### config.mk
export PLATFORM = sky130hd
export DESIGN_NAME = awbg_csr
export DESIGN_NICKNAME = d
export VERILOG_FILES = /design/src/design/awbg_pkg.sv /design/src/design/awbg_csr.sv
export SDC_FILE = /design/constraint.sdc
export NUM_CORES = 1
export LEC_CHECK = 0
export ABC_AREA = 1
export ABC_CLOCK_PERIOD_IN_PS = 1100
export BUFFER_PORTS_ARGS = -buffer_cell sky130_fd_sc_hd__clkbuf_2
export CELL_PAD_IN_SITES_DETAIL_PLACEMENT = 1
export CELL_PAD_IN_SITES_GLOBAL_PLACEMENT = 1
export CORE_MARGIN = 1.5
export CORE_UTILIZATION = 32
export DETAILED_ROUTE_END_ITERATION = 10
export HOLD_SLACK_MARGIN = 0.1
export PLACE_DENSITY = 0.74
export SLEW_MARGIN = 20
export SYNTH_ARGS = -nofsm -noshare
export SYNTH_HDL_FRONTEND = slang
export SYNTH_SLANG_ARGS = --single-unit
### constraint.sdc
create_clock -name clock -period 1.1 [get_ports clock]
set_input_delay 0.22 -clock clock [delete_from_list [all_inputs] [get_ports clock]]
set_output_delay 0.22 -clock clock [all_outputs]
set_load 0.01 [all_outputs]
### src/design/awbg_pkg.sv
// shared constants, register codes and types of the waveform burst generator
// no dependencies
package awbg_pkg;

   localparam int TABLE_DEPTH = 1024;
   localparam int TABLE_AW    = $clog2(TABLE_DEPTH);
   localparam int SAMPLE_W    = 16;
   localparam int PHASE_W     = 32;
   localparam int POINT_W     = 24;
   localparam int REPS_W      = 16;
   localparam int GAIN_W      = 16;
   localparam int OPCODE_W    = 2;
   localparam int ADDR_W      = 10;
   localparam int CSR_IDX_W   = 3;
   localparam int CSR_DATA_W  = 32;
   localparam int FRAC_W      = GAIN_W - 1;
   localparam int PROD_W      = SAMPLE_W + GAIN_W + 1;
   localparam int SCALED_W    = PROD_W - FRAC_W;
   localparam int SUM_W       = SCALED_W + 1;

   localparam logic [OPCODE_W-1:0] OP_LOAD  = 2'd0;
   localparam logic [OPCODE_W-1:0] OP_TICK  = 2'd1;
   localparam logic [OPCODE_W-1:0] OP_START = 2'd2;

   localparam logic [CSR_IDX_W-1:0] REG_PHASE_STEP    = 3'd0;
   localparam logic [CSR_IDX_W-1:0] REG_BURST_POINTS  = 3'd1;
   localparam logic [CSR_IDX_W-1:0] REG_PERIOD_POINTS = 3'd2;
   localparam logic [CSR_IDX_W-1:0] REG_BURST_REPS    = 3'd3;
   localparam logic [CSR_IDX_W-1:0] REG_AMP_GAIN      = 3'd4;
   localparam logic [CSR_IDX_W-1:0] REG_LEVEL_OFFSET  = 3'd5;
   localparam logic [CSR_IDX_W-1:0] REG_INIT_LEVEL    = 3'd6;
   localparam logic [CSR_IDX_W-1:0] REG_IDLE_LEVEL    = 3'd7;

   typedef logic signed [SAMPLE_W-1:0] sample_type;

   typedef struct packed {
      logic [PHASE_W-1:0] phase_step;
      logic [POINT_W-1:0] burst_points;
      logic [POINT_W-1:0] period_points;
      logic [REPS_W-1:0]  burst_reps;
      logic [GAIN_W-1:0]  amplitude_gain;
      sample_type         level_offset;
      sample_type         init_level;
      sample_type         idle_level;
   } cfg_type;

   typedef struct packed {
      logic       burst;
      logic       done;
      sample_type level;
   } point_type;

endpackage

### src/design/awbg_csr.sv
// configuration registers of the waveform burst generator
// depends on awbg_pkg
module awbg_csr (
   input  logic                                clock,
   input  logic                                reset,
   input  logic                                csr_we,
   input  logic [awbg_pkg::CSR_IDX_W-1:0]      csr_index,
   input  logic [awbg_pkg::CSR_DATA_W-1:0]     csr_wdata,
   output awbg_pkg::cfg_type                   cfg
);
   import awbg_pkg::*;

   cfg_type cfg_ff;

   always_ff @(posedge clock) begin
      if (reset) begin
         cfg_ff.phase_step     <= '0;
         cfg_ff.burst_points   <= '0;
         cfg_ff.period_points  <= '0;
         cfg_ff.burst_reps     <= REPS_W'(1);
         cfg_ff.amplitude_gain <= GAIN_W'(32768);
         cfg_ff.level_offset   <= '0;
         cfg_ff.init_level     <= '0;
         cfg_ff.idle_level     <= '0;
      end else if (csr_we) begin
         unique case (csr_index)
            REG_PHASE_STEP:    cfg_ff.phase_step     <= csr_wdata[PHASE_W-1:0];
            REG_BURST_POINTS:  cfg_ff.burst_points   <= csr_wdata[POINT_W-1:0];
            REG_PERIOD_POINTS: cfg_ff.period_points  <= csr_wdata[POINT_W-1:0];
            REG_BURST_REPS:    cfg_ff.burst_reps     <= csr_wdata[REPS_W-1:0];
            REG_AMP_GAIN:      cfg_ff.amplitude_gain <= csr_wdata[GAIN_W-1:0];
            REG_LEVEL_OFFSET:  cfg_ff.level_offset   <= csr_wdata[SAMPLE_W-1:0];
            REG_INIT_LEVEL:    cfg_ff.init_level     <= csr_wdata[SAMPLE_W-1:0];
            REG_IDLE_LEVEL:    cfg_ff.idle_level     <= csr_wdata[SAMPLE_W-1:0];
            default: ;
         endcase
      end
   end

   assign cfg = cfg_ff;

endmodule

Word-level counts from Yosys, hierarchy flattened
Index checks and enable logic that the tools add are counted.

storage, ports and cells
  flip-flop bits (word level) = 160

cells by class
  eq/ne operators = 7
  reductions and logical operators = 9

operator list
  kind                                                                   number
  2-bit AND reduction                                                    8
  3-bit equality test, second input constant                             4
  3-bit by 2-bit equality test with 1-bit output, second input constant  2
  3-bit by 1-bit equality test with 1-bit output, second input constant  1
  3-bit zero test                                                        1

Depth between registers and ports, before layout
  depth in word-level cells = 2
  mapped depth = 7
  mapped depth without buffers = 5

Least setup slack after synthesis
Ideal clock, no wire load.

  path type = input-to-reg
  start point = in csr_index[0] (netlist name)
  end point = reg cfg_ff (netlist bit cfg[53])
  library setup time = 0.113 ns
  arrival = 0.955 ns
  path slack = 0.032 ns
  stages on the path = 6
  buffers on the path = 2
  path through = nor2_1 -> buf_4 -> clkbuf_1 -> nand3_1 -> nand2_1 -> nor2_1

on the way
  cells in the longest elaborated chain, start to end = 2

ends and longest elaborated chain
  what                                  RTL line        source
  start, declared                       awbg_csr.sv:7   input logic [awbg_pkg::CSR_IDX_W-1:0] csr_index,
  3-bit equality test                   awbg_csr.sv:26  unique case (csr_index)
  2-bit AND reduction (no source line)  n/a
  end, declared                         awbg_csr.sv:13  cfg_type cfg_ff;

No other way between the ends.
A chain may end at the register's enable or synchronous reset.

Worst setup path after layout
  start point = reg cfg_ff (netlist bit cfg[144])
  end point = out cfg[144] (netlist name)

RTL lines
  what           RTL line       source
  end, declared  awbg_csr.sv:9  output awbg_pkg::cfg_type cfg

No word-level cell between the ends.

==> flow_summary.ini <==
[run_status]
status = complete, but fails checks
violations = negative setup slack

[setup_path]
slowest_stage = dfxtp_2
start_kind = register
r2r-end = cfg[64]
arrival_ns = 0.89
r2r_cells = 4
crit_path_max_incr_delay_ns = 0.36
crit_path_end_kind = primary output
cp_max_fo = 2
reg2reg_slack_ns = 0.25
crit_chain = buf_8
cp.required_ns = 0.88
timing.rr.start = cfg[64]
critPathBufInv = 1
path_class = reg -> out
path_delay_family = flip-flops

[global_routing]
grt_max_degree = 51
antenna_found_initial = 0
grt_pass1_vias = 6475
grt_pass1_wl_mm = 35.7
grt_use_total_pct = 23.0
grt_overflow = 0

[route]
via_count = 6688
routed_wl_mm = 24.5
drc = 0
first_iter_violations = 363
via_per_inst = 4.74
ant_nets = 0
drt_first_pass_iters = 4
avgRoutedWirePerCell_um = 17.3

[final_layout]
area_delta_synth_final_pct = 60.5
fill_cells = 2337
fin_nets = 1175
drive_gt1_share_pct = 40.1
diodes = 0
largest_reg_flops = 160
fin_util_pct = 52.5

[min_path]
worstHoldPathType = in -> reg
holdPathStages = 5
hold_path_end = cfg[158]
worstHoldStart = csr_wdata[30]

[power_and_ir_drop]
swShare_pct = 24.6
power_uw = 14400
p_int_uw = 10900
ir_drop_v = 0.00102
combPwrFrac_pct = 13.8
p_switching_uw = 3550
powerDensity_nw_per_um2 = 1410
p_leak_uw = 0.00461
p_clk_share_pct = 43.1
p_seq_share_pct = 43.1

[timing]
tightest_slew_ns = 0.458
fin_skew_ns = 0
rsz0062_at_grt = true
hold_violations = 0
max_freq_mhz = 901
finalCritPeriodShare_pct = 101
maxSlewHeadroom_pct = 69.5
report.final.slew_viol_count = 0
period_needed_ns = 1.11
setup_tns_ns = -0.0271
setup_viol = 6
whs_ns = 0.131
fin_ws_ns = -0.0103

[synth]
syn_nets = 953
syn_area_um2 = 6380
synth.distinct_cells = 15
synth_seq_cells = 160
netlist_instances = 915
ys_seq_area_share_pct = 50.2
syn_area_per_cell_um2 = 6.98
ys_warn_count = 0

[cts]
path_clk_slew_ns = 0.06
insertion_delay_ns = 0.41
cts.sinks = 160
cts_root_buffer = clkbuf_16
cts_tree = done
numCtsBuffers = 17
clockBufferDepth = 2
h-tree-depth = 4

[floorplan]
ios = 198
die-area_um2 = 20800
die_height_um = 144
fp.dieW_um = 144
num_rows = 51
start_util_pct = 32.7
coreArea_um2 = 19500

[place]
dp_hpwl_mm = 15.3
io_buffers = 197
gp_congestion = 0.757
post-place-ws_ns = -0.192

[run]
max-cap-violations = 0
-- power groups by stage --
stage / Clock [uW] / Sequential, uW / Combinational, uW
2_1_floorplan: 0 / 6320 / 778
3_3_place_gp: 0 / 6240 / 1650
3_5_place_dp: 0 / 6240 / 1680
4_1_cts: 6340 / 6160 / 1780
5_1_grt: 6590 / 6230 / 2170
6_report: 6220 / 6210 / 1990
-- metrics by stage --
step	cell area [um2]	instances
6_report	10200	1411
3_5_place_dp	8150	1365
2_1_floorplan	6380	915
5_1_grt	10200	1411
4_1_cts	9380	1407
3_3_place_gp	8150	1365
-- placed cells by master (no fill, tap or decap), types with 3 or more instances in the layout --
| cell type | instances |
|---|---|
| buf_12 | 31 |
| buf_4 | 25 |
| buf_6 | 128 |
| buf_8 | 33 |
| bufinv_16 | 3 |
| clkbuf_16 | 17 |
| clkbuf_2 | 37 |
| clkbuf_8 | 6 |
| dfxtp_2 | 160 |
| dlygate4sd3_1 | 9 |
| inv_1 | 35 |
| inv_2 | 3 |
| nand2_1 | 180 |
| nand3_1 | 144 |
| nor2_1 | 316 |
| nor2_4 | 10 |
-- timing repair --
action                                 in CTS  in global routing
gates resized for setup                   194                290
setup buffers                               5                  4
hold buffers                                9                  0
setup endpoints to repair                 160                161
endpoints found under the hold margin       9                  0
pin swaps                                   0                  0
-- worst max-delay path by stage --
stage	startpoint	endpoint	slack (ns)	cells after the start
after floorplan	csr_index[0]	cfg[53]	0.03	6
after global placement	csr_index[0]	cfg[7]	-0.11	7
after detailed placement	csr_index[1]	cfg[38]	-0.19	6
after CTS	cfg[96]	cfg[96]	-0.04	1
after global routing	cfg[80]	cfg[80]	-0.05	1
final	cfg[144]	cfg[144]	-0.01	1
-- cells by family (layout without fill, tap and decap cells) --
logic type             after synthesis  after routing  synth area share (%)
and+or+nand+nor                    654            654                  42.2
AOI/OAI and AO/OA                    2              2                 0.157
buffers and inverters               99            330                  7.47
DFF                                160            160                  50.2
-- Yosys cell counts, drive strengths merged --
cell,count,area (um2)
dfxtp,160,3200
nor2,328,1280
o21ai,2,10.0
buf,48,285
clkbuf,12,45.0
nand2,182,688
nand3,144,721
inv,39,146
-- worst min-delay path, cell delays in order --
cell and delay (ns):
clkbuf_2 0.09, inv_1 0.05, nand3_1 0.07, nand2_1 0.06, nor2_1 0.03
-- layout make-up --
type / instances / area (um2) / area share [%]
sequential: 160 / 3400 / 33.2
timing repair buffer: 263 / 3020 / 29.5
inverter: 39 / 149 / 1.45
tap: 265 / 332 / 3.24
multi-input combinational: 656 / 2730 / 26.6
clock buffer: 23 / 508 / 4.96
clock inverter: 5 / 103 / 1.00
-- per-layer routing --
| layer | vias to the layer above | wire [um] | GRT usage [%] |
|---|---|---|---|
| met4 | 0 | 521 | 7.07 |
| met5 | - | 0 | 0 |
| met3 | 27 | 1820 | 7.55 |
| li1 | 3273 | - | - |
| met2 | 183 | 11900 | 37.8 |
| met1 | 3205 | 10200 | 28.5 |
No activity file was read; power rests on OpenSTA's default activity.
