**config.mk**
```make
export PLATFORM = sky130hd
export DESIGN_NAME = awbg_scale
export DESIGN_NICKNAME = d
export VERILOG_FILES = /design/src/design/awbg_pkg.sv /design/src/design/awbg_scale.sv
export SDC_FILE = /design/constraint.sdc
export NUM_CORES = 1
export LEC_CHECK = 0
export BUFFER_PORTS_ARGS = -buffer_cell sky130_fd_sc_hd__buf_4
export CAP_MARGIN = 20
export CORE_ASPECT_RATIO = 1.25
export CORE_MARGIN = 2
export CORE_UTILIZATION = 35
export DETAILED_ROUTE_END_ITERATION = 10
export GPL_TIMING_DRIVEN = 1
export PLACE_DENSITY = 0.62
export SLEW_MARGIN = 20
export SYNTH_ARGS = -nofsm -noshare
export SYNTH_HDL_FRONTEND = slang
export SYNTH_SLANG_ARGS = --single-unit
export TNS_END_PERCENT = 50
```
**constraint.sdc**
```tcl
create_clock -name clock -period 20 [get_ports clock]
set_input_delay 5 -clock clock [delete_from_list [all_inputs] [get_ports clock]]
set_output_delay 5 -clock clock [all_outputs]
set_load 0.005 [all_outputs]
```
**src/design/awbg_pkg.sv**
```systemverilog
// shared constants, register codes and types of the waveform burst generator
// no dependencies
package awbg_pkg;

   localparam int TABLE_DEPTH = 1024;
   localparam int TABLE_AW    = $clog2(TABLE_DEPTH);
   localparam int SAMPLE_W    = 16;
   localparam int PHASE_W     = 32;
   localparam int POINT_W     = 24;
   localparam int REPS_W      = 16;
   localparam int GAIN_W      = 16;
   localparam int OPCODE_W    = 2;
   localparam int ADDR_W      = 10;
   localparam int CSR_IDX_W   = 3;
   localparam int CSR_DATA_W  = 32;
   localparam int FRAC_W      = GAIN_W - 1;
   localparam int PROD_W      = SAMPLE_W + GAIN_W + 1;
   localparam int SCALED_W    = PROD_W - FRAC_W;
   localparam int SUM_W       = SCALED_W + 1;

   localparam logic [OPCODE_W-1:0] OP_LOAD  = 2'd0;
   localparam logic [OPCODE_W-1:0] OP_TICK  = 2'd1;
   localparam logic [OPCODE_W-1:0] OP_START = 2'd2;

   localparam logic [CSR_IDX_W-1:0] REG_PHASE_STEP    = 3'd0;
   localparam logic [CSR_IDX_W-1:0] REG_BURST_POINTS  = 3'd1;
   localparam logic [CSR_IDX_W-1:0] REG_PERIOD_POINTS = 3'd2;
   localparam logic [CSR_IDX_W-1:0] REG_BURST_REPS    = 3'd3;
   localparam logic [CSR_IDX_W-1:0] REG_AMP_GAIN      = 3'd4;
   localparam logic [CSR_IDX_W-1:0] REG_LEVEL_OFFSET  = 3'd5;
   localparam logic [CSR_IDX_W-1:0] REG_INIT_LEVEL    = 3'd6;
   localparam logic [CSR_IDX_W-1:0] REG_IDLE_LEVEL    = 3'd7;

   typedef logic signed [SAMPLE_W-1:0] sample_type;

   typedef struct packed {
      logic [PHASE_W-1:0] phase_step;
      logic [POINT_W-1:0] burst_points;
      logic [POINT_W-1:0] period_points;
      logic [REPS_W-1:0]  burst_reps;
      logic [GAIN_W-1:0]  amplitude_gain;
      sample_type         level_offset;
      sample_type         init_level;
      sample_type         idle_level;
   } cfg_type;

   typedef struct packed {
      logic       burst;
      logic       done;
      sample_type level;
   } point_type;

endpackage

```
**src/design/awbg_scale.sv**
```systemverilog
// point pipeline: gain multiply, rounding, offset, saturation, result register
// depends on awbg_pkg
module awbg_scale (
   input  logic                 clock,
   input  logic                 reset,
   input  awbg_pkg::cfg_type    cfg,
   input  logic                 tick_accept,
   input  awbg_pkg::point_type  point,
   input  awbg_pkg::sample_type table_data,
   output logic                 s1_ready,
   output logic                 out_valid,
   input  logic                 out_ready,
   output awbg_pkg::sample_type out_sample,
   output logic                 out_burst,
   output logic                 out_done
);
   import awbg_pkg::*;

   localparam logic signed [SUM_W-1:0] SAT_HI =
      {{(SUM_W-SAMPLE_W+1){1'b0}}, {(SAMPLE_W-1){1'b1}}};
   localparam logic signed [SUM_W-1:0] SAT_LO = ~SAT_HI;
   localparam logic signed [PROD_W-1:0] ROUND_HALF = PROD_W'(1) <<< (FRAC_W - 1);

   logic                     s1_valid_ff, s2_valid_ff, out_valid_ff;
   point_type                s1_ff, s2_ff;
   logic signed [PROD_W-1:0] prod_ff, prod_in;
   sample_type               sample_ff, sample_in;
   logic                     burst_ff, done_ff;

   logic                     s2_ready, o_ready;
   logic signed [PROD_W-1:0] rounded;
   logic signed [SUM_W-1:0]  sum;

   always_comb begin
      o_ready  = !out_valid_ff || out_ready;
      s2_ready = !s2_valid_ff || o_ready;
      s1_ready = !s1_valid_ff || s2_ready;

      prod_in = PROD_W'($signed(table_data)) * PROD_W'($signed({1'b0, cfg.amplitude_gain}));

      rounded = prod_ff + ROUND_HALF;
      sum     = SUM_W'($signed(rounded[PROD_W-1:FRAC_W])) + SUM_W'(cfg.level_offset);
      priority if (!s2_ff.burst) begin
         sample_in = s2_ff.level;
      end else if (sum > SAT_HI) begin
         sample_in = SAT_HI[SAMPLE_W-1:0];
      end else if (sum < SAT_LO) begin
         sample_in = SAT_LO[SAMPLE_W-1:0];
      end else begin
         sample_in = sum[SAMPLE_W-1:0];
      end
   end

   always_ff @(posedge clock) begin
      if (reset) begin
         s1_valid_ff  <= 1'b0;
         s2_valid_ff  <= 1'b0;
         out_valid_ff <= 1'b0;
      end else begin
         if (s1_ready) s1_valid_ff <= tick_accept;
         if (s2_ready) s2_valid_ff <= s1_valid_ff;
         if (o_ready)  out_valid_ff <= s2_valid_ff;
      end
   end

   always_ff @(posedge clock) begin
      if (s1_ready) begin
         s1_ff <= point;
      end
      if (s2_ready) begin
         s2_ff   <= s1_ff;
         prod_ff <= prod_in;
      end
      if (o_ready) begin
         sample_ff <= sample_in;
         burst_ff  <= s2_ff.burst;
         done_ff   <= s2_ff.done;
      end
   end

   assign out_valid  = out_valid_ff;
   assign out_sample = sample_ff;
   assign out_burst  = burst_ff;
   assign out_done   = done_ff;

endmodule

```
* Word level (Yosys, flattened, before mapping)
Index checks and enable logic that the tools add are counted.
** Storage, ports and cells
- Register bits :: 90
- Latch bits :: 0
- RAM bits :: 0
- Memory bits (read-only) :: 0
- Input bits :: 198
- Output and inout bits :: 20
- Word-level logic and storage cells :: 27
- Memories :: 0
** Cells by class
- $add $sub $neg :: 2
- Multiply operators :: 1
- Divide/modulo/power cells :: 0
- Order comparisons :: 2
- Equality and inequality tests :: 0
- Shift-type cells :: 0
- Muxes and demuxes :: 3
- Bitwise gates (word level) :: 0
- Reductions and logical operators :: 6
** Operators by type and width (count)
- two-way mux 16 bit :: 3
- adder 33 x 16 -> 33 bit, second input constant :: 1
- multiplier 16 x 17 -> 33 bit :: 1
- adder 18 x 16 -> 19 bit :: 1
- greater-than comparator 19 x 16 -> 1 bit, second input constant :: 1
- less-than comparator 19 x 16 -> 1 bit, second input constant :: 1
- logical NOT 1 bit :: 3
- logical OR 1 bit :: 3

* Longest topological paths before layout
- Word-level depth :: 6
- Gate-level depth with buffers :: 23
- Depth with buffers taken out :: 22

* Worst setup path before layout
OpenSTA, ideal clock, no wires.
- Path type :: input port to output port
- From :: input out_ready
- To :: output s1_ready
- Arrival time :: 5693 ps
- Data required time :: 15000 ps
- Path slack :: 9307 ps
- Cell stages on the path :: 3
- Buffers on the path :: 0
- Path through :: nor2b_1 -> and2_1 -> nand2_1
** On the way
- Cells in the longest elaborated chain, start to end :: 3
** Ends and longest elaborated chain
- start: declaration :: RTL line awbg_scale.sv:12 : input logic out_ready,
- logical OR 1 bit :: RTL line awbg_scale.sv:35 : o_ready = !out_valid_ff || out_ready;
- logical OR 1 bit :: RTL line awbg_scale.sv:36 : s2_ready = !s2_valid_ff || o_ready;
- logical OR 1 bit :: RTL line awbg_scale.sv:37 : s1_ready = !s1_valid_ff || s2_ready;
- end: declaration :: RTL line awbg_scale.sv:10 : output logic s1_ready,
Every way passes these cells.

* Final worst setup path
Ends and elaborated chain as after synthesis.

==> reports/qor.csv <==
stage;metric;value;unit
status;status;finished clean;
synth;syn_nets;1738;
timing;setup TNS;0;ns
route;WL/cell;15.81;µm
global_route;initial antenna violation count;0;
pwr;Internal;1.197;mW
timing;period utilization;0.5710;
clocking;CTS max path bufs;2;
pwr;Logic pwr share;0.780;
min_path;Hold Crit Endpoint;s2_ff[9]$_DFFE_PP_;
route;drt pass-1 iters;4;
synth;cell area after synthesis;11900;µm²
timing;Worst Tran Pin Value;0.9184;ns
global_route;first-pass GRT wire length;44660;µm
clocking;Worst-Skew Late Latency;0.34;ns
global_route;largest net degree at the start of global routing;38;
layout;share of layout cells above drive strength 1;0.08764;
timing;unrepaired setup endpoints after global routing;no;
global_route;busiest layer in global routing;met2;
setup_path;crit path DAT;6.42;ns
setup_path;CP Cell Sequence;buf_4 -> nor2b_1 -> and2_1 -> nand2_1 -> buf_4;
synth;leading cell types by count after synthesis;inv_1 (240), fa_1 (194), nand2_1 (149);
synth;ys async rst share;0;
layout;Post-layout nets;1805;
floorplan;Die Y-Extent;210.2;µm
clocking;Setup Buffers After CTS;0;
route;post-DR vias/cell;4.915;
min_path;hold path cells;0;
setup_path;R2R Setup Slk;16.14;ns
min_path;Hold Crit Class;register to register;
synth;Synth cell types;48;
floorplan;I/O pins;218;
floorplan;Die W;169.0;µm
setup_path;most used cell, CP;buf_4;
route;DRC;0;
synth;most common cell in the synthesized netlist;inv_1;
route;Routed Wire Length;26890;µm
floorplan;Site Rows;75;
clocking;clk sinks;76;
clocking;TritonCTS Buffers;9;
timing;Final Hold Viols;0;
setup_path;Critical Path RT;15.00;ns
setup_path;Worst Setup Path Type;input pin to output port;
synth;Avg Synthesized Cell Area;9.854;µm²
clocking;PostCTS Resize Cnt;0;
synth;largest cells by area after synthesis;fa_1 (33%), edfxtp_1 (18%), ha_1 (15%), inv_1 (7.6%), and2_1 (6.1%);
global_route;number of global-route vias before repair;9137;
timing;FMAX;87.57;MHz
run;max-cap violation count;0;
route;DR vias;8360;
layout;antenna cells;0;
pwr;Pwr Total;2.232;mW
route;1st-iter DRT viols;445;
timing;Final min period;11.42;ns
min_path;worst hold start;s1_ff[9]$_DFFE_PP_;
clocking;H-tree levels;3;
layout;Layout Utilization;0.3963;
layout;sequential cell area;2252;µm²
synth;Seq cells post-synth;76;
place;hpwl dp;21190;µm
pwr;NetSw;1.035;mW
clocking;clock root buffer;clkbuf_16;
setup_path;Worst path max stage delay;0.56;ns
setup_path;reg2reg start;prod_ff[16]$_DFFE_PP_;
place;GPL Wtd Cong;0.8437;
floorplan;Die ar.;35510;µm²
pwr;switch share;0.4637;
clocking;hold buffers post-CTS;0;
clocking;Clk pin slew, worst setup/hold paths;0.05;ns
timing;Clock Skews;0.005444;ns
setup_path;Crit Path Max Fanout;19;
layout;FILL cells;3323;
timing;Slew HR;0.3862;
synth;post-synth top area share;0.3263;
synth;YS warnings;0;
layout;synthesis-to-layout area growth;11.54;%
setup_path;R2R depth;13;
synth;post-synthesis sequential area ratio;0.1892;
synth;EDFF count, synth;73;
synth;area leader, netlist;fa_1;
pwr;PD cells;168.1;nW/µm²
floorplan;Initial Util;0.3553;
synth;ys flop type;edfxtp_1;
timing;Final Max Tran Viols;0;
route;Antenna Nets Post-Route;0;
place;I/O Buffers;89;
synth;Mapped Cells;1208;
pwr;Seq pwr share;0.145;
pwr;clock share of power;0.075;
global_route;Remaining Overflow, GRT;0;
timing;Final setup viols;0;
layout;area occupied by multi-input gates;8612;µm²
clocking;CTS tree;done;
pwr;static leakage;6.546;nW
floorplan;Core ar.;33500;µm²
pwr;VDD IR max;0.0001197;V
setup_path;Startpoint Class;input pin;
setup_path;CP endpoint kind;output port;
layout;fin area;13280;µm²
global_route;GRT Overall Usage;0.1576;
global_route;met2 Use GR;0.2793;
setup_path;Reg-to-Reg End;out_sample[11]$_DFFE_PP_;
setup_path;CP max-delay cell;nand2_1;
global_route;met3 GRT Util;0.02178;
place;area post-placement;12970;µm²
global_route;grt met1 use;0.2047;
[cell families after synthesis]
family,synth area share
AO/OA/AOI/OAI,0.06412
XOR/XNOR,0.03679
adder cells (fa/ha/maj),0.4713
buffers and inverters,0.08734
flip-flops,0.1892
AND/OR/NAND/NOR,0.1513
[critical path: cells and delay by family]
family	cells	cell delay, ns
buf+inv	2	0.48
simple gates	3	0.94
[worst max-delay path by stage]
stage	depth (start not counted)	end	startpoint	slack (ns)
after floorplan	3	s1_ready	out_ready	9.31
after global placement	5	s1_ready	out_ready	8.54
after detailed placement	5	s1_ready	out_ready	8.50
after CTS	5	s1_ready	out_ready	8.52
after global routing	5	s1_ready	out_ready	8.41
final	5	s1_ready	out_ready	8.58
[power groups by stage]
stage               registers [mW]  logic [mW]  clock network (mW)
floorplan                    0.325        1.33                   0
global placement             0.326        1.71                   0
detailed placement           0.328        1.74                   0
CTS                          0.325        1.75               0.171
global route                 0.329        2.00               0.177
finish                       0.324        1.74               0.167
[cells in the final DEF (no fill, tap or decap), types with 10 or more instances in the layout]
| cell | instances |
|---|---|
| ha_1 | 138 |
| nand3_1 | 18 |
| nand2_1 | 149 |
| nand4_1 | 10 |
| xnor2_1 | 34 |
| and2_1 | 116 |
| edfxtp_1 | 73 |
| a21oi_1 | 33 |
| xor2_1 | 16 |
| a21o_1 | 18 |
| fa_1 | 194 |
| inv_1 | 240 |
| o21ai_0 | 12 |
| a221o_1 | 16 |
| nor2_1 | 43 |
| buf_4 | 90 |
[routing by layer]
metal / up-vias / wire [µm]
li1: 3948 / -
met3: 28 / 1311
met2: 182 / 13140
met1: 4202 / 12050
met5: - / 0
met4: 0 / 382
[flip-flops by register name, summed over array words and instances (netlist names)]
register and cells:
s1_valid_ff 1, out_valid 1, out_done 1, s2_valid_ff 1, out_burst 1, prod_ff 19, s2_ff 18, s1_ff 18
out_sample 16
[layout make-up]
cell class / count / share of cell area
multi-input combinational: 857 / 0.6486
inverter: 241 / 0.06813
timing repair buffer: 90 / 0.05089
sequential: 76 / 0.1696
clock buffer: 9 / 0.01696
tap: 423 / 0.03986
clock inverter: 5 / 0.005937
[through the flow]
stage	setup WS, ns	hold slack, ns	cells
final	8.581	0.4144	1701
after detailed placement	8.502	0.4045	1687
after global placement	8.540	0.4016	1687
after floorplan	9.307	0.4003	1208
after global routing	8.415	0.4197	1701
after CTS	8.515	0.4144	1701
Power figures use the tool's default switching activity.
