`src/design/awbg_pkg.sv`:
```
// shared constants, register codes and types of the waveform burst generator
// no dependencies
package awbg_pkg;

   localparam int TABLE_DEPTH = 1024;
   localparam int TABLE_AW    = $clog2(TABLE_DEPTH);
   localparam int SAMPLE_W    = 16;
   localparam int PHASE_W     = 32;
   localparam int POINT_W     = 24;
   localparam int REPS_W      = 16;
   localparam int GAIN_W      = 16;
   localparam int OPCODE_W    = 2;
   localparam int ADDR_W      = 10;
   localparam int CSR_IDX_W   = 3;
   localparam int CSR_DATA_W  = 32;
   localparam int FRAC_W      = GAIN_W - 1;
   localparam int PROD_W      = SAMPLE_W + GAIN_W + 1;
   localparam int SCALED_W    = PROD_W - FRAC_W;
   localparam int SUM_W       = SCALED_W + 1;

   localparam logic [OPCODE_W-1:0] OP_LOAD  = 2'd0;
   localparam logic [OPCODE_W-1:0] OP_TICK  = 2'd1;
   localparam logic [OPCODE_W-1:0] OP_START = 2'd2;

   localparam logic [CSR_IDX_W-1:0] REG_PHASE_STEP    = 3'd0;
   localparam logic [CSR_IDX_W-1:0] REG_BURST_POINTS  = 3'd1;
   localparam logic [CSR_IDX_W-1:0] REG_PERIOD_POINTS = 3'd2;
   localparam logic [CSR_IDX_W-1:0] REG_BURST_REPS    = 3'd3;
   localparam logic [CSR_IDX_W-1:0] REG_AMP_GAIN      = 3'd4;
   localparam logic [CSR_IDX_W-1:0] REG_LEVEL_OFFSET  = 3'd5;
   localparam logic [CSR_IDX_W-1:0] REG_INIT_LEVEL    = 3'd6;
   localparam logic [CSR_IDX_W-1:0] REG_IDLE_LEVEL    = 3'd7;

   typedef logic signed [SAMPLE_W-1:0] sample_type;

   typedef struct packed {
      logic [PHASE_W-1:0] phase_step;
      logic [POINT_W-1:0] burst_points;
      logic [POINT_W-1:0] period_points;
      logic [REPS_W-1:0]  burst_reps;
      logic [GAIN_W-1:0]  amplitude_gain;
      sample_type         level_offset;
      sample_type         init_level;
      sample_type         idle_level;
   } cfg_type;

   typedef struct packed {
      logic       burst;
      logic       done;
      sample_type level;
   } point_type;

endpackage

```
`src/design/awbg_seq.sv`:
```
// burst sequencer: phase accumulator, point and repetition counters
// depends on awbg_pkg
module awbg_seq (
   input  logic                             clock,
   input  logic                             reset,
   input  awbg_pkg::cfg_type                cfg,
   input  logic                             accept,
   input  logic [awbg_pkg::OPCODE_W-1:0]    opcode,
   output logic [awbg_pkg::TABLE_AW-1:0]    rd_addr,
   output awbg_pkg::point_type              point
);
   import awbg_pkg::*;

   logic [PHASE_W-1:0] phase_ff, phase_in;
   logic [POINT_W-1:0] count_ff, count_in;
   logic [REPS_W-1:0]  reps_ff, reps_in;
   logic               started_ff, started_in;

   logic [POINT_W-1:0] period;
   logic [POINT_W:0]   count_inc;
   logic               wrap;
   logic               in_table;
   logic               running;

   always_comb begin
      period    = (cfg.period_points > cfg.burst_points) ? cfg.period_points
                                                         : cfg.burst_points;
      count_inc = {1'b0, count_ff} + (POINT_W+1)'(1);
      wrap      = count_inc >= {1'b0, period};
      in_table  = count_ff < cfg.burst_points;
      running   = started_ff && (reps_ff < cfg.burst_reps);

      point.burst = running && in_table;
      point.done  = started_ff && !running;
      point.level = started_ff ? cfg.idle_level : cfg.init_level;
      rd_addr     = phase_ff[PHASE_W-1 -: TABLE_AW];

      phase_in   = phase_ff;
      count_in   = count_ff;
      reps_in    = reps_ff;
      started_in = started_ff;
      if (accept) begin
         if (opcode == OP_START) begin
            phase_in   = '0;
            count_in   = '0;
            reps_in    = '0;
            started_in = 1'b1;
         end else if (opcode == OP_TICK && running) begin
            if (in_table) begin
               phase_in = phase_ff + cfg.phase_step;
            end
            count_in = count_inc[POINT_W-1:0];
            if (wrap) begin
               count_in = '0;
               phase_in = '0;
               reps_in  = reps_ff + REPS_W'(1);
            end
         end
      end
   end

   always_ff @(posedge clock) begin
      if (reset) begin
         phase_ff   <= '0;
         count_ff   <= '0;
         reps_ff    <= '0;
         started_ff <= 1'b0;
      end else begin
         phase_ff   <= phase_in;
         count_ff   <= count_in;
         reps_ff    <= reps_in;
         started_ff <= started_in;
      end
   end

endmodule

```
`config.mk`:
```
export PLATFORM = sky130hd
export DESIGN_NAME = awbg_seq
export DESIGN_NICKNAME = d
export VERILOG_FILES = /design/src/design/awbg_pkg.sv /design/src/design/awbg_seq.sv
export SDC_FILE = /design/constraint.sdc
export NUM_CORES = 1
export LEC_CHECK = 0
export BUFFER_PORTS_ARGS = -buffer_cell sky130_fd_sc_hd__buf_4
export CORE_ASPECT_RATIO = 0.75
export CORE_UTILIZATION = 26
export CTS_BUF_LIST = sky130_fd_sc_hd__clkbuf_8
export CTS_CLUSTER_SIZE = 24
export DETAILED_ROUTE_END_ITERATION = 16
export PLACE_DENSITY_LB_ADDON = 0.1
export SLEW_MARGIN = 15
export SYNTH_ARGS = -nofsm -noshare
export SYNTH_HDL_FRONTEND = slang
export SYNTH_SLANG_ARGS = --single-unit
```
`constraint.sdc`:
```
create_clock -name clock -period 15 [get_ports clock]
set_clock_uncertainty 0.05 [all_clocks]
set_input_delay 1.5 -clock clock [delete_from_list [all_inputs] [get_ports clock]]
set_output_delay 1.5 -clock clock [all_outputs]
set_load 0.005 [all_outputs]
```
=== Yosys cells after proc, flatten, opt, wreduce, memory -nomap -nowiden ===
Cells that the tools add are included.

* Register bits after elaboration: 73
* Logic and storage cells: 37
* Bits of input ports: 165
* Output and inout bits: 28

* Equal/unequal tests: 2
* Add/sub/neg operators: 3
* Reduce and logical (&&, ||, !) cells: 12
* Magnitude comparators: 4
* Mux-type cells: 12

{| class="wikitable"
|+ Operators with widths
! operator !! count
|-
| 32-bit 2-to-1 mux || 4
|-
| 24-bit 2-to-1 mux || 4
|-
| 16-bit 2-to-1 mux || 4
|-
| 32-bit adder || 1
|-
| 24-bit by 1-bit adder with 25-bit output, second input constant || 1
|-
| 25-bit by 24-bit >= comparator with 1-bit output || 1
|-
| 24-bit greater-than comparator || 1
|-
| 24-bit < comparator || 1
|-
| 16-bit by 1-bit adder with 16-bit output, second input constant || 1
|-
| 16-bit < comparator || 1
|-
| 3-bit AND reduction || 2
|-
| 1-bit logical AND || 4
|-
| 2-bit AND reduction || 2
|-
| 2-bit nonzero test || 2
|-
| 3-bit nonzero test || 1
|-
| 2-bit by 1-bit equality test with 1-bit output, second input constant || 1
|-
| 2-bit equality test, second input constant || 1
|-
| 1-bit logical NOT || 1
|}

=== Logic depth before layout (Yosys ltp) ===
* Depth in word-level cells: 6
* Depth in mapped cells: 24
* Gate-level depth less buffers: 21

=== Worst setup path after synthesis ===
Ideal clock, no wire load.

* Path type: input port to flip-flop
* From: in cfg[121] (netlist name)
* To: reg phase_ff[28]
* Arrival time: 5.992 ns
* Stages on the path: 23
* Setup slack: 8.841 ns
* Required time: 14.833 ns
* Cells stage by stage: inv_1 > ha_1 > a21o_1 > a21o_1 > a21o_1 > a21o_1 > a21o_1 > a21o_1 > a21oi_1 > a21oi_1 > clkbuf_1 > mux2i_1 > ha_1 > nor2b_1 > o21a_1 > o21ai_0 > a21oi_1 > o221ai_1 > a2111oi_2 > o31ai_2 > nor2b_4 > buf_2 > a22o_1

* Longest elaborated chain between the ends: 6

{| class="wikitable"
|+ Ends and longest elaborated chain
! item !! line !! text
|-
| from (decl) || awbg_seq.sv:6 || <nowiki>input awbg_pkg::cfg_type cfg,</nowiki>
|-
| 24-bit greater-than comparator || awbg_seq.sv:26 || <nowiki>period = (cfg.period_points > cfg.burst_points) ? cfg.period_points</nowiki>
|-
| 24-bit 2-to-1 mux || awbg_seq.sv:26 ||
|-
| 25-bit by 24-bit >= comparator with 1-bit output || awbg_seq.sv:29 || <nowiki>wrap = count_inc >= {1'b0, period};</nowiki>
|-
| 32-bit 2-to-1 mux || awbg_seq.sv:53 || <nowiki>if (wrap) begin</nowiki>
|-
| 32-bit 2-to-1 mux || awbg_seq.sv:48 || <nowiki>end else if (opcode == OP_TICK && running) begin</nowiki>
|-
| 32-bit 2-to-1 mux || awbg_seq.sv:43 || <nowiki>if (opcode == OP_START) begin</nowiki>
|-
| to (signal assigned) || awbg_seq.sv:69 || <nowiki>phase_ff <= phase_in;</nowiki>
|-
| to (decl) || awbg_seq.sv:14 || <nowiki>logic [PHASE_W-1:0] phase_ff, phase_in;</nowiki>
|}

Several ways; a longest one is shown, not always the timed one. The select of a mux whose other input is x is not followed.
A chain may end at the register's enable or synchronous reset.

=== Worst setup path after layout ===
* From: in cfg[105] (netlist name)
* To: reg phase_ff[10]

Same word-level chain as after synthesis.

==> out/results.ini <==
[cells_and_area]
n_fill_cell=2853
drive_above_1_share_pct=20.8
fin_nets=1314
regArea_mm2=0.00146
layout_common_cells=buf_4, ha_1, nor2_1
final_core_util_pct=33.4
areaGrowthSynthToFinish_pct=24.2
layout_commonest_cell=buf_4
final_area_mm2=0.00915
multiInputGateArea_mm2=0.00556
instances_no_fill=1412
diodes=0

[global_route]
grt_pass1_wl_um=34500
antenna_found_initial=1
grt_max_degree=31
grt_pass1_vias=6559
grt_usage_pct=15.0
gr-total-overflow=0

[power]
swShare_pct=30.0
p_per_area_mw_per_mm2=59.7
power_uw=546
pwr-share-seq_pct=36.9
p_switching_uw=164
combPwrFrac_pct=27.1
p_clk_share_pct=36.0
p_leak_nw=4.39
ir_drop_mv=0.0602
internal_power_uw=382

[detailed_routing]
vias=6763
ant_nets=0
viasPerCell=4.79
drtPass1Iterations=5
drc=0
wl_per_cell_um=15.3
drt_iter0_drc=292
routed_wl_um=21600

[critical_path]
worst_ep_required_time_ns=15.26
r2r_slack_ns=9.68
rr_startpoint=count_ff[0]$_SDFFE_PP0P_
path_class=input pin to register
r2r-end=phase_ff[10]$_SDFFE_PP0P_
ff2ff_path_depth=15
crit_fanout=24
crit_path_end_kind=register
cp_data_arrival_time_ns=7.04
start_kind=input pin

[synth]
async_flop_share_pct=0
synth_seq_area_share_pct=19.8
yosys_most_used_dff=dfxtp_1
syn_inst=891
synth-edff-count=0
yosysWarnings=0
ys_ff_latch=73
ys_types=69
syn_area_per_cell_um2=8.27
syn_nets=1176
syn_area_mm2=0.00737

[run_status]
status=complete, no violations

[worst_hold_path]
hold_start=phase_ff[18]$_SDFFE_PP0P_
min_path_cells=2
whs_endpoint=phase_ff[18]$_SDFFE_PP0P_
hp-class=register to register

[clock_tree]
cts_buffers=9
clock_path_buffers=2
clk_latency_ns=0.37
cts_tree=built
cts.root.buffer_cell=clkbuf_8
cts_setup_buffers=0
ctsHtreeMaxLevel=3
cts_hold_buf=0
path_clk_slew_ns=0.08
clock_sinks=73
cts_resized=0

[placement]
place_area_mm2=0.00891
hpwl_um=17300
place_ws_ns=7.82
dp_cells=1396
io_buffers=160
gp_congestion=0.828

[timing]
tightest_slew_ns=1.04
holdWs_ns=0.411
slew_violations=0
fmax_mhz=147
finalCriticalPeriod_ns=6.79
fin_setup_tns_ns=0
hold_viol=0
final-setup-viol-count=0
setup_ws_ns=8.21
grt_setup_unrepaired=false
max-slew-margin-rel_pct=30.6
finalCritPeriodShare_pct=45.2

[floorplanning]
coreArea_mm2=0.0274
row_count=52
die_area_mm2=0.0290
die_h_um=148
design.portCount=193
die_w_um=196
initial_core_util_pct=26.9

[flow_run]
cap_violations=0

==> critical path: stages <==
cell and delay, ns:
buf_4 0.09, inv_1 0.06, ha_1 0.30, nor2b_1 0.15, o21a_1 0.12, o21a_1 0.11, o21a_1 0.10, o21ai_0 0.08
a21oi_1 0.17, o21ai_0 0.17, a21oi_4 0.86, mux2i_1 0.32, ha_1 0.29, a211o_1 0.28, o221ai_1 0.17, a21oi_1 0.07
o221ai_1 0.25, a2111oi_2 0.11, buf_4 0.20, nor4_1 0.51, nor2b_1 0.88, a22o_1 0.24
==> power by group through the flow <==
stage               logic [mW]  clock network, mW  registers (mW)
global placement         0.149                  0           0.206
floorplan               0.0904                  0           0.204
finish                   0.148              0.197           0.201
global route             0.165              0.214           0.202
detailed placement       0.149                  0           0.206
CTS                      0.150              0.207           0.201
==> layer usage <==
layer	global-route usage [%]	vias up	part of all wire (%)
met1	22.0	3031	54
li1	-	3566	-
met4	2.27	2	0.53
met2	22.1	157	39
met3	3.95	7	6.2
met5	0	-	0.079
==> cell type report <==
type                    count  area share (%)
well taps                 378            5.17
clock buffers               9            1.35
flip-flops and latches     73            16.0
multi-input cells         732            60.8
inverters                  50            2.05
clock inverters             7            1.30
repair buffers            163            13.4
==> worst max path at each step <==
| stage | startpoint | end | slack [ns] |
|---|---|---|---|
| after floorplan | cfg[121] | phase_ff[28]$_SDFFE_PP0P_ | 8.84 |
| after global placement | cfg[105] | phase_ff[26]$_SDFFE_PP0P_ | 7.81 |
| after detailed placement | cfg[105] | phase_ff[10]$_SDFFE_PP0P_ | 7.82 |
| after CTS | cfg[105] | phase_ff[10]$_SDFFE_PP0P_ | 8.21 |
| after global routing | cfg[105] | phase_ff[25]$_SDFFE_PP0P_ | 7.88 |
| final | cfg[105] | phase_ff[10]$_SDFFE_PP0P_ | 8.21 |
==> Yosys cell counts, types with 4 or more instances <==
library cell / count / share of area, %
nand4_1: 31 / 2.6
a22o_1: 10 / 1.2
a22oi_1: 17 / 1.7
a211oi_1: 10 / 1.0
o21ai_0: 37 / 2.5
o21a_1: 11 / 1.1
nor4_1: 6 / 0.51
or3_1: 9 / 0.76
mux2_2: 17 / 2.6
nand2_1: 45 / 2.3
buf_4: 10 / 1.0
nor3_1: 16 / 1.1
o211ai_1: 9 / 0.92
xnor2_1: 32 / 3.8
inv_1: 50 / 2.5
dfxtp_1: 73 / 20
nand3_1: 27 / 1.8
ha_1: 119 / 20
or2_2: 4 / 0.34
buf_2: 5 / 0.34
a21oi_1: 55 / 3.7
nand2b_1: 5 / 0.42
xor2_1: 40 / 4.8
o21bai_1: 5 / 0.51
clkbuf_1: 19 / 0.97
and2_1: 5 / 0.42
nor2_1: 81 / 4.1
mux2i_1: 24 / 3.3
a21o_1: 38 / 3.9
and3_1: 13 / 1.1
nor2b_1: 8 / 0.68
==> logic make-up after synthesis <==
| kind of cell | count (synthesis) | synth area share (%) |
|---|---|---|
| AOI/OAI and AO/OA | 228 | 21.2 |
| xor gates and xnor gates | 72 | 8.55 |
| adders and majority gates | 120 | 20.5 |
| buffers and inverters | 86 | 4.97 |
| DFF | 73 | 19.8 |
| muxes | 41 | 5.86 |
| and+or+nand+nor | 271 | 19.1 |
==> registers in the layout, summed over array words and instances (netlist names) <==
name        cells
phase_ff       32
count_ff       24
reps_ff        16
started_ff      1
(Power assumes the default switching activity.)
